### config.mk
export PLATFORM = sky130hd
export DESIGN_NAME = qrs_div_cell
export DESIGN_NICKNAME = d
export VERILOG_FILES = /design/src/rtl/qrs_pkg.sv /design/src/rtl/qrs_div_cell.sv
export SDC_FILE = /design/constraint.sdc
export NUM_CORES = 1
export LEC_CHECK = 0
export BUFFER_PORTS_ARGS = -buffer_cell sky130_fd_sc_hd__buf_2
export CORE_AREA = 2 2 211 213
export DETAILED_ROUTE_END_ITERATION = 10
export DIE_AREA = 0 0 213 215
export SYNTH_ARGS = -nofsm -noshare
export SYNTH_HDL_FRONTEND = slang
export SYNTH_SLANG_ARGS = --single-unit
### constraint.sdc
create_clock -name clk -period 0.8 [get_ports clk]
set_input_delay 0.12 -clock clk [delete_from_list [all_inputs] [get_ports clk]]
set_output_delay 0.12 -clock clk [all_outputs]
set_load 0.02 [all_outputs]
### src/rtl/qrs_pkg.sv
// Shared types and constants for the quadratic root solver.
package qrs_pkg;

    localparam int FRAC_BITS = 16;
    localparam int SQRT_STEPS = 33;
    localparam int QUO_BITS = 33;
    localparam int NUM_W = 35 + FRAC_BITS;

    localparam logic [1:0] ADDR_ZERO_THRESHOLD = 2'd0;

    typedef enum logic [1:0] {
        KIND_NONE = 2'd0,
        KIND_ONE  = 2'd1,
        KIND_TWO  = 2'd2,
        KIND_ANY  = 2'd3
    } kind_t;

    typedef struct packed {
        logic signed [31:0] coef_quadratic;
        logic signed [31:0] coef_linear;
        logic signed [31:0] coef_constant;
    } req_t;

    typedef struct packed {
        logic [1:0]         root_kind;
        logic signed [31:0] first_root;
        logic signed [31:0] second_root;
        logic               saturated;
    } rsp_t;

    typedef struct packed {
        kind_t              kind;
        logic signed [32:0] den;
        logic signed [32:0] nbase;
    } sqrt_meta_t;

    typedef struct packed {
        logic [34:0] rem;
        logic [32:0] root;
        logic [65:0] rad;
    } sqrt_state_t;

    typedef struct packed {
        logic [32:0]      rem;
        logic [32:0]      quo;
        logic [NUM_W-1:0] nm;
        logic             neg;
        logic             ovf;
    } div_lane_t;

    typedef struct packed {
        kind_t       kind;
        logic [32:0] dm;
    } div_tag_t;

endpackage

### src/rtl/qrs_div_cell.sv
// One quotient bit of the two pipelined restoring dividers.
module qrs_div_cell #(
    parameter int BIT = 0
) (
    input  logic                  clk,
    input  logic                  rst_n,
    input  logic                  in_valid,
    input  qrs_pkg::div_lane_t    in_l1,
    input  qrs_pkg::div_lane_t    in_l2,
    input  qrs_pkg::div_tag_t     in_tag,
    output logic                  out_valid,
    output qrs_pkg::div_lane_t    out_l1,
    output qrs_pkg::div_lane_t    out_l2,
    output qrs_pkg::div_tag_t     out_tag
);

    logic               valid_reg;
    qrs_pkg::div_lane_t l1_reg, l1_next, l2_reg, l2_next;
    qrs_pkg::div_tag_t  tag_reg;

    function automatic qrs_pkg::div_lane_t step(qrs_pkg::div_lane_t l, logic [32:0] dm);
        logic [33:0]        trial;
        logic               ge;
        qrs_pkg::div_lane_t r;
        trial = {l.rem, l.nm[BIT]};
        ge    = trial >= {1'b0, dm};
        r     = l;
        r.rem = ge ? 33'(trial - {1'b0, dm}) : trial[32:0];
        r.quo = {l.quo[31:0], ge};
        return r;
    endfunction

    always_comb
    begin
        l1_next = step(in_l1, in_tag.dm);
        l2_next = step(in_l2, in_tag.dm);
    end

    always_ff @(posedge clk or negedge rst_n)
    begin
        if (!rst_n)
            valid_reg <= 1'b0;
        else
            valid_reg <= in_valid;
    end

    always_ff @(posedge clk)
    begin
        l1_reg  <= l1_next;
        l2_reg  <= l2_next;
        tag_reg <= in_tag;
    end

    assign out_valid = valid_reg;
    assign out_l1    = l1_reg;
    assign out_l2    = l2_reg;
    assign out_tag   = tag_reg;

endmodule

* Word level (Yosys, flattened, before mapping)
Index checks and enable logic that the tools add are counted.
** Word-level totals
- Flip-flop bits (word level) :: 274
- Bits of input ports :: 276
- Logic and storage cells :: 19
** Operators by class
- $add $sub $neg :: 2
- Magnitude comparators :: 2
- Muxes and demuxes :: 2
** Operators with widths (count)
- $ge 34x33->1 :: 2
- $mux 33 :: 2
- $sub 33x33->33 :: 2

* Longest topological paths before layout
- Depth after elaboration :: 2
- Depth in mapped cells :: 15
- Depth with buffers taken out :: 13

* Worst setup path after synthesis
No wires, ideal clock.
- Path kind :: input-to-reg
- From :: input in_l2[2] in the netlist's numbering
- To :: register l2_reg, in the netlist out_l2[100]
- Arrival :: 3165 ps
- Data required time :: 679 ps
- Slack :: -2486 ps
- Cell stages on the path :: 15
- Cells stage by stage :: inv_1 -> ha_1 -> inv_1 -> fa_1 -> a21o_1 -> a221oi_2 -> o221ai_2 -> a2111o_1 -> a211oi_2 -> o31a_4 -> o21a_1 -> buf_6 -> inv_6 -> buf_6 -> mux2_4
** RTL lines
- from (decl) :: line qrs_div_cell.sv:9 : input qrs_pkg::div_lane_t in_l2,
- to (signal assigned) :: line qrs_div_cell.sv:50 : l2_reg <= l2_next;
- to (decl) :: line qrs_div_cell.sv:18 : qrs_pkg::div_lane_t l1_reg, l1_next, l2_reg, l2_next;

==> impl_metrics.json <==
{
  "rsz0062_at_grt": "true",
  "hold_violations": 0,
  "grt_max_degree": 16,
  "viasPerCell": 4.33,
  "ir_worst_vdd_v": 0.00197,
  "wire_per_inst_um": 22.1,
  "dieArea_um2": 45800,
  "synth_seq_area_share_pct": 54.1,
  "numClockSinks": 274,
  "initialDrtViolationCount": 502,
  "maxCapViolations": 0,
  "vias": 11600,
  "syn_nets": 1268,
  "ys_seq_elements": 274,
  "async_flop_share_pct": 0.365,
  "wl_um": 59400,
  "violations": "negative setup slack",
  "io_buffer_count": 547,
  "ff_latch_area_um2": 5850,
  "fin_cells": 2685,
  "status": "complete, but fails checks",
  "period_share_pct": 328,
  "first_global_vias": 12600,
  "worstPathMaxFanout": 4,
  "max_freq_mhz": 381,
  "setup_slack_ns": -1.82,
  "synth.largest_area_cell": "dfxtp_1",
  "setup_viol": 342,
  "drive_above_1_share_pct": 62.0,
  "slew_violations": 0,
  "clockRootBuffer": "clkbuf_16",
  "io_pins": 550,
  "finalNetCount": 2401,
  "arrival_ns": 3.10,
  "drtPass1Iterations": 4,
  "grt_overflow_total": 0,
  "synth_edf_count": 0,
  "die_height_um": 215,
  "core_um2": 43600,
  "cts-htree-levels": 1,
  "crit_required_ns": 1.27,
  "syn_area_um2": 10100,
  "min_period_ns": 2.62,
  "grt_pass1_wl_um": 82700,
  "worstSetupPathType": "in -> reg",
  "whs_path_depth": 3,
  "cts_buffer_depth": 3,
  "yosys.area.top_type_share_pct": 53.9,
  "syn_to_final_growth_pct": 121,
  "die_x_um": 213,
  "slew-limit-headroom_pct": 51.5,
  "yosysUniqueCellTypes": 70,
  "grt_usage_pct": 25.0,
  "hold_start": "in_l2[86]",
  "synthFlopType": "dfxtp_1",
  "gp_congestion": 0.929,
  "finalSetupTns_ns": -206.22,
  "rows": 77,
  "fillCellCount": 3821,
  "placedCellCount": 2314,
  "p_leak_uw": 0.0107,
  "numCtsBuffers": 31,
  "syn_avg_cell_area_um2": 11.0,
  "start_kind": "primary input",
  "dp_hpwl_um": 45200,
  "ys_warn_count": 0,
  "synthCells": 924,
  "route.detailed.drc": 0,
  "synth_area_leaders": "dfxtp_1 (54%), ha_1 (8.1%), a21oi_1 (2.8%)",
  "cp-end-kind": "register",
  "antenna_found_initial": 29,
  "hold_path_class": "in -> reg",
  "p_per_area_nw_per_um2": 2010,
  "cts_tree": "yes",
  "min_to": "out_l2[87]",
  "worst_pin_slew_ns": 0.709,
  "clkTransAtPathRegs_ns": 0.06,
  "start_util_pct": 23.3,
  "ant_nets": 0,
  "multi_input_area_um2": 4770
}
-- cells in the final DEF, fill, tap and decap left out, types with 37 or more instances in the layout --
cell / netlist / final
a21o_1: 37 / 37
a21oi_1: 57 / 52
buf_2: 3 / 269
buf_4: 0 / 273
buf_6: 3 / 288
dfxtp_2: 0 / 265
dlygate4sd3_1: 0 / 275
ha_1: 66 / 60
inv_1: 58 / 51
mux2_4: 19 / 42
nand2_1: 40 / 40
nor2_1: 48 / 47
-- critical path: stages --
cell and delay [ns]:
buf_12 0.11, inv_12 0.04, ha_4 0.12, inv_2 0.04, fa_2 0.33, a21o_1 0.21, a221oi_2 0.24, buf_4 0.18
o221ai_4 0.10, a2111o_1 0.46, a211oi_2 0.27, o31a_4 0.19, o21a_4 0.16, buf_12 0.13, buf_8 0.11, mux2_4 0.29
-- metal layers --
layer	track usage, %	wire (um)	vias to the layer above
li1	-	-	5564
met1	27.0	22700	5441
met2	43.5	28700	429
met3	7.51	4260	167
met4	13.3	3580	32
met5	0	232	-
-- kinds of logic (layout without fill, tap and decap cells) --
logic type      count (synthesis)  count (layout)  share of synthesized area (%)
other cells                     0              11                              0
buf+inv                        83            1241                           3.38
simple gates                  179             179                           8.74
flops                         274             274                           54.1
mux                            50              50                           6.23
compound gates                223             223                           15.0
fa+ha+maj                      68              68                           8.53
xor+xnor                       47              47                           4.06
-- sequential cells by signal (all words and copies together), names as in the netlist --
signal / count
out_l2: 119
out_l1: 119
out_tag: 35
out_valid: 1
-- repair_timing --
action,CTS,global route
pin swaps,23,25
gates cloned,4,0
hold endpoints to repair,272,1
setup endpoints to repair,342,342
resized for setup,878,67
setup buffers,13,14
hold buffers,274,1
-- cells in the mapped netlist (3+ instances only) --
| cell | number |
|---|---|
| a211oi_1 | 7 |
| a21boi_0 | 5 |
| a21o_1 | 37 |
| a21oi_1 | 57 |
| a31o_2 | 4 |
| a31oi_1 | 7 |
| and3_1 | 10 |
| buf_2 | 3 |
| buf_6 | 3 |
| clkbuf_1 | 17 |
| dfxtp_1 | 273 |
| ha_1 | 66 |
| inv_1 | 58 |
| mux2_1 | 22 |
| mux2_2 | 7 |
| mux2_4 | 19 |
| nand2_1 | 40 |
| nand3_1 | 17 |
| nand4_1 | 13 |
| nor2_1 | 48 |
| nor2b_1 | 6 |
| nor3_1 | 17 |
| nor4_1 | 3 |
| o211ai_1 | 10 |
| o21a_1 | 13 |
| o21ai_0 | 34 |
| o21bai_1 | 5 |
| o31a_1 | 3 |
| o31ai_1 | 12 |
| or2_2 | 5 |
| or3_1 | 3 |
| xnor2_1 | 32 |
| xor2_1 | 15 |
-- power by group --
group | leakage, uW | total [uW] | internal, uW | switching, uW
Sequential | 0.00232 | 16000 | 15200 | 766
Combinational | 0.00783 | 13800 | 7450 | 6310
Clock | 0.000531 | 15500 | 9190 | 6340
Total | 0.0107 | 45200 | 31800 | 13400
-- worst max-delay path by stage --
stage          startpoint           to  slack (ns)
4_1_cts          in_l2[2]   out_l2[87]       -1.82
6_report         in_l2[2]   out_l2[87]       -1.82
3_5_place_dp     in_l2[2]   out_l2[88]       -2.61
2_1_floorplan    in_l2[2]  out_l2[100]       -2.35
3_3_place_gp     in_l2[2]   out_l2[94]       -2.54
5_1_grt          in_l2[2]   out_l2[87]       -1.90
-- final cells by class --
cell class                      instances  share of cell area [%]
Antenna cell                           11                   0.123
Timing Repair Buffer                 1119                    42.9
Multi-Input combinational cell        567                    21.2
Clock buffer                           40                    3.78
Tap cell                              592                    3.30
Inverter                               60                    1.25
Sequential cell                       274                    26.0
Timing Repair inverter                  4                   0.284
Clock inverter                         18                    1.13
-- metrics by stage --
step / utilization [%] / setup WS (ns) / area (um^2) / hold slack [ns] / total power, uW
3_3_place_gp: 36.0 / -2.54 / 15700 / -0.105 / 25900
6_report: 51.5 / -1.82 / 22500 / 0.0297 / 45200
4_1_cts: 50.4 / -1.82 / 22000 / -0.00700 / 45100
3_5_place_dp: 36.0 / -2.61 / 15700 / -0.103 / 25900
2_1_floorplan: - / -2.35 / 10300 / -0.176 / 20800
5_1_grt: 51.4 / -1.90 / 22500 / 0.00645 / 47000
Power figures use the tool's default switching activity.
