==> config.mk <==
export PLATFORM = sky130hd
export DESIGN_NAME = qrs_sqrt_cell
export DESIGN_NICKNAME = d
export VERILOG_FILES = /design/src/rtl/qrs_pkg.sv /design/src/rtl/qrs_sqrt_cell.sv
export SDC_FILE = /design/constraint.sdc
export NUM_CORES = 1
export LEC_CHECK = 0
export BUFFER_PORTS_ARGS = -buffer_cell sky130_fd_sc_hd__buf_4
export CAP_MARGIN = 20
export CELL_PAD_IN_SITES_DETAIL_PLACEMENT = 2
export CELL_PAD_IN_SITES_GLOBAL_PLACEMENT = 2
export CORE_ASPECT_RATIO = 0.5
export CORE_UTILIZATION = 27
export DETAILED_ROUTE_END_ITERATION = 8
export PLACE_DENSITY = 0.88
export SYNTH_ARGS = -nofsm -noshare
export SYNTH_HDL_FRONTEND = slang
export SYNTH_SLANG_ARGS = --single-unit
==> constraint.sdc <==
create_clock -name clk -period 0.8 [get_ports clk]
set_input_delay 0 -clock clk [delete_from_list [all_inputs] [get_ports clk]]
set_output_delay 0 -clock clk [all_outputs]
set_load 0.005 [all_outputs]
==> src/rtl/qrs_pkg.sv <==
// Shared types and constants for the quadratic root solver.
package qrs_pkg;

    localparam int FRAC_BITS = 16;
    localparam int SQRT_STEPS = 33;
    localparam int QUO_BITS = 33;
    localparam int NUM_W = 35 + FRAC_BITS;

    localparam logic [1:0] ADDR_ZERO_THRESHOLD = 2'd0;

    typedef enum logic [1:0] {
        KIND_NONE = 2'd0,
        KIND_ONE  = 2'd1,
        KIND_TWO  = 2'd2,
        KIND_ANY  = 2'd3
    } kind_t;

    typedef struct packed {
        logic signed [31:0] coef_quadratic;
        logic signed [31:0] coef_linear;
        logic signed [31:0] coef_constant;
    } req_t;

    typedef struct packed {
        logic [1:0]         root_kind;
        logic signed [31:0] first_root;
        logic signed [31:0] second_root;
        logic               saturated;
    } rsp_t;

    typedef struct packed {
        kind_t              kind;
        logic signed [32:0] den;
        logic signed [32:0] nbase;
    } sqrt_meta_t;

    typedef struct packed {
        logic [34:0] rem;
        logic [32:0] root;
        logic [65:0] rad;
    } sqrt_state_t;

    typedef struct packed {
        logic [32:0]      rem;
        logic [32:0]      quo;
        logic [NUM_W-1:0] nm;
        logic             neg;
        logic             ovf;
    } div_lane_t;

    typedef struct packed {
        kind_t       kind;
        logic [32:0] dm;
    } div_tag_t;

endpackage

==> src/rtl/qrs_sqrt_cell.sv <==
// One digit step of the pipelined integer square root.
module qrs_sqrt_cell (
    input  logic                    clk,
    input  logic                    rst_n,
    input  logic                    in_valid,
    input  qrs_pkg::sqrt_state_t    in_st,
    input  qrs_pkg::sqrt_meta_t     in_meta,
    output logic                    out_valid,
    output qrs_pkg::sqrt_state_t    out_st,
    output qrs_pkg::sqrt_meta_t     out_meta
);

    logic                 valid_reg;
    qrs_pkg::sqrt_state_t st_reg, st_next;
    qrs_pkg::sqrt_meta_t  meta_reg;
    logic [36:0]          trial;
    logic [36:0]          test;

    always_comb
    begin
        trial = {in_st.rem, in_st.rad[65:64]};
        test  = {2'b00, in_st.root, 2'b01};
        st_next.rad = {in_st.rad[63:0], 2'b00};
        if (trial >= test)
        begin
            st_next.rem  = 35'(trial - test);
            st_next.root = {in_st.root[31:0], 1'b1};
        end
        else
        begin
            st_next.rem  = trial[34:0];
            st_next.root = {in_st.root[31:0], 1'b0};
        end
    end

    always_ff @(posedge clk or negedge rst_n)
    begin
        if (!rst_n)
            valid_reg <= 1'b0;
        else
            valid_reg <= in_valid;
    end

    always_ff @(posedge clk)
    begin
        st_reg   <= st_next;
        meta_reg <= in_meta;
    end

    assign out_valid = valid_reg;
    assign out_st    = st_reg;
    assign out_meta  = meta_reg;

endmodule

==> results.py, run 1 <==
metrics = {
    "clock_network": {
        "numCtsBuffers": 20,
        "max-clock-path-buffers": 3,
        "clock_tree.root_cell": "clkbuf_16",
        "clkSinkCount": 201,
        "cts_resized": 398,
        "post-cts-setup-buffer-count": 25,
        "hold_buffers": 202,
        "h-tree-depth": 1,
    },
    "synthesis": {
        "ys_warn_count": 0,
        "syn_avg_cell_area_um2": 12.0,
        "ys_ff_latch": 201,
        "yosysTopAreaCell": "dfxtp_1",
        "synth_edf_count": 0,
        "synth_cells": 557,
        "syn_area_um2": 6690,
        "synthDominantCellAreaShare": 0.598,
        "yosysSeqAreaShare": 0.602,
        "synth_cell_types": 58,
        "synth_area_leaders": "dfxtp_1 (60%), ha_1 (6.5%), mux2_4 (5.6%)",
        "synthArstFlopShare": 0.00498,
        "synth-main-ff-cell": "dfxtp_1",
    },
    "placed_design": {
        "gp_congestion": 0.853,
        "placement.io_buffers": 405,
        "hpwl_um": 28300,
    },
    "die": {
        "io_pins": 408,
        "fp.dieW_um": 225,
        "die_h_um": 113,
        "initial_core_util": 0.277,
        "row_count": 40,
    },
    "status": {
        "error": "[ERROR DPL-0033] detailed placement checks failed during check placement.",
        "status": "aborted with a tool error",
        "lastStage": "clock tree synthesis (4_1_cts)",
    },
}
==> cell families after synthesis <==
logic type / Yosys count / synth area share
flip-flops: 201 / 0.602
AO/OA/AOI/OAI: 107 / 0.112
AND/OR/NAND/NOR: 87 / 0.0634
buffers and inverters: 59 / 0.0428
adder cells (fa/ha/maj): 35 / 0.0654
multiplexers: 34 / 0.0707
XOR/XNOR: 33 / 0.0432
other: 1 / 0.000560
==> synth_stat cells (8+ instances only) <==
library cell and number:
nand4_1 8, nand2_1 25, xnor2_1 19, o21ai_0 12, a21o_1 26, dfxtp_1 200, clkbuf_1 10, nor2_1 22
mux2_4 25, a21oi_1 30, xor2_1 14, ha_1 35, nand3_1 9, inv_1 41
==> per-stage QoR <==
stage | setup WS (ps) | std cells | cell area (µm²) | hold WS, ps
after floorplan | -1430 | 558 | 6890 | -296
after global placement | -1670 | 1406 | 11100 | -224
after detailed placement | -1950 | 1406 | 11100 | -223
==> run 2: changes to the inputs <==
CELL_PAD_IN_SITES_DETAIL_PLACEMENT = not set   (was 2)
CELL_PAD_IN_SITES_GLOBAL_PLACEMENT = not set   (was 2)
CORE_ASPECT_RATIO = not set   (was 0.5)
CORE_UTILIZATION = 20   (was 27)
PLACE_DENSITY = not set   (was 0.88)
PLACE_DENSITY_LB_ADDON = 0.15   (was not set)
==> results.py, run 2 <==
metrics = {
    "status": {
        "status": "finished with violations",
        "failed_checks": "negative hold slack, negative setup slack",
    },
    "clock_network": {
        "h-tree-depth": 1,
        "cts_tree": "yes",
        "clock_tree.root_cell": "clkbuf_16",
        "max-clock-path-buffers": 3,
        "numCtsBuffers": 24,
        "path_clk_slew_ps": 60,
        "clkSinkCount": 201,
    },
    "synthesis": {
        "syn_area_um2": 6690,
        "synthDominantCellAreaShare": 0.598,
        "synthArstFlopShare": 0.00498,
        "yosysSeqAreaShare": 0.602,
        "synth_cells": 557,
        "ys_ff_latch": 201,
        "synth_cell_types": 58,
        "synth-main-ff-cell": "dfxtp_1",
        "syn_avg_cell_area_um2": 12.0,
        "synth_area_leaders": "dfxtp_1 (60%), ha_1 (6.5%), mux2_4 (5.6%)",
        "synth_edf_count": 0,
        "yosys-top-cells-count": "dfxtp_1 (200), inv_1 (41), ha_1 (35)",
        "ys_warn_count": 0,
        "yosysMostFrequentCell": "dfxtp_1",
        "yosysTopAreaCell": "dfxtp_1",
    },
    "die": {
        "row_count": 66,
        "initial_core_util": 0.205,
        "io_pins": 408,
        "fp.dieW_um": 185,
        "core_region_area_um2": 32700,
        "die_h_um": 185,
        "die_area_um2": 34200,
    },
    "sta": {
        "fmax_mhz": 486,
        "maxSlewViolCount": 0,
        "period_share": 2.57,
        "period_needed_ps": 2060,
        "rsz0062_at_grt": "true",
        "fin_hold_ws_ps": -265,
        "setup_viol": 237,
        "hold_violations": 1,
        "tns_ps": -73840,
        "setup_ws_ps": -1260,
    },
    "power": {
        "seqPwrFrac": 0.385,
        "power_switching_mw": 7.51,
        "power_density_nw_per_um2": 1950,
        "leakagePower_nw": 7.14,
        "swShare": 0.253,
        "internal-power_mw": 22.2,
        "ir_drop_v": 0.00128,
        "p_comb_frac": 0.255,
        "power_mw": 29.7,
        "pwr-share-clk": 0.360,
    },
    "global_routing": {
        "grt_max_degree": 16,
        "antenna_found_initial": 0,
        "grtUsageTotal": 0.166,
        "grt_pass1_vias": 7140,
        "grt_pass1_wl_um": 42700,
        "globalRouteOverflowTotal": 0,
    },
    "layout": {
        "final_common_cell": "buf_4",
        "fin_util": 0.465,
        "nFillCells": 3024,
        "diodes": 0,
        "largest_register_ffs": 132,
        "stdcell_area_um2": 15200,
        "final_cell_mix": "buf_4 (344), dlygate4sd3_1 (202), buf_6 (175)",
        "layout.nets": 1534,
        "area_growth_pct": 127,
        "drive_gt1_frac": 0.616,
    },
    "drt": {
        "drt_iter0_markers": 143,
        "drtAntennaViolNets": 0,
        "wire_per_inst_um": 17.8,
        "wl_met3_um": 1850,
        "wl_um": 31200,
        "avgViaCountPerCell": 3.93,
        "wl_met1_um": 12100,
        "routed.top_layer": "met4",
        "wl_met2_um": 16400,
        "num_vias": 6885,
        "firstDrtPassIters": 6,
        "remaining_drc_errors": 0,
    },
    "setup_path": {
        "path_max_fanout": 7,
        "worstPathArrival_ps": 2470,
        "critical_path_class": "in -> reg",
        "endpoint_kind": "register",
        "worstPathRequired_ps": 1210,
        "cp-start-kind": "input port",
    },
    "placed_design": {
        "gp_congestion": 0.752,
        "hpwl_um": 21900,
        "placement.io_buffers": 405,
        "place_area_um2": 11200,
    },
    "flow_run": {
        "drv_cap": 0,
    },
    "hold_path": {
        "whs_path_depth": 2,
        "hold_class": "in -> reg",
    },
}
## run 2: cell counts after synthesis
Identical to the previous run, type by type.
## run 2: what timing repair did
item | 4_1_cts | 5_1_grt
pin swaps | 3 | 18
cloned | 1 | 2
buffers inserted | 1 | 5
endpoints found under the hold margin | 201 | 2
gates resized for setup | 106 | 274
endpoints found under the setup margin | 237 | 237
hold buffers | 201 | 1
## run 2: metal layers
layer | GRT usage | vias up
met3 | 0.0360 | 37
met5 | 0 | -
li1 | - | 3383
met1 | 0.185 | 3226
met4 | 0.0476 | 0
met2 | 0.311 | 239
## run 2: power by group through the flow
stage	combinational [mW]	sequential [mW]	clock [mW]
CTS	7.06	11.2	11.1
finish	7.57	11.5	10.7
global placement	5.84	11.4	0
global route	8.10	11.5	11.4
floorplan	2.26	11.5	0
detailed placement	5.85	11.4	0
## run 2: cells by family (layout without fill, tap and decap cells)
logic type / count (synthesis) / after routing / synth area share
xor gates and xnor gates: 33 / 33 / 0.0432
other: 1 / 2 / 0.000560
adders and majority gates: 35 / 35 / 0.0654
buffers and inverters: 59 / 811 / 0.0428
and+or+nand+nor: 87 / 87 / 0.0634
DFF: 201 / 201 / 0.602
muxes: 34 / 34 / 0.0707
AOI/OAI and AO/OA: 107 / 107 / 0.112
## run 2: metrics by stage
stage,setup slack [ps],std cells
2_1_floorplan,-1430,558
3_3_place_gp,-1850,1500
3_5_place_dp,-1860,1500
4_1_cts,-1200,1745
5_1_grt,-1310,1752
6_report,-1260,1752
## run 2: cell type report
class / instances / area (µm²) / area share
well taps: 442 / 553 / 0.0363
multi-input cells: 298 / 2760 / 0.181
clock buffers: 33 / 684 / 0.0450
clock inverters: 9 / 88.8 / 0.00584
inverters: 41 / 181 / 0.0119
repair buffers: 728 / 6720 / 0.442
flip-flops and latches: 201 / 4230 / 0.278
## run 2: worst paths after layout
path | start | end
max | in_st[102] | out_st[119]
min | in_st[112] | out_st[114]
min in group asynchronous | rst_n | out_valid
max in group asynchronous | rst_n | out_valid
## run 2: critical path: stages
cell and delay (ps):
buf_6 100, ha_4 290, o21a_1 180, o211ai_4 100, a311oi_4 320, nor4_4 110
a2111oi_4 380, o21a_2 190, o211a_4 290, clkbuf_16 210, mux2_4 300
No activity file was read; power rests on OpenSTA's default activity.
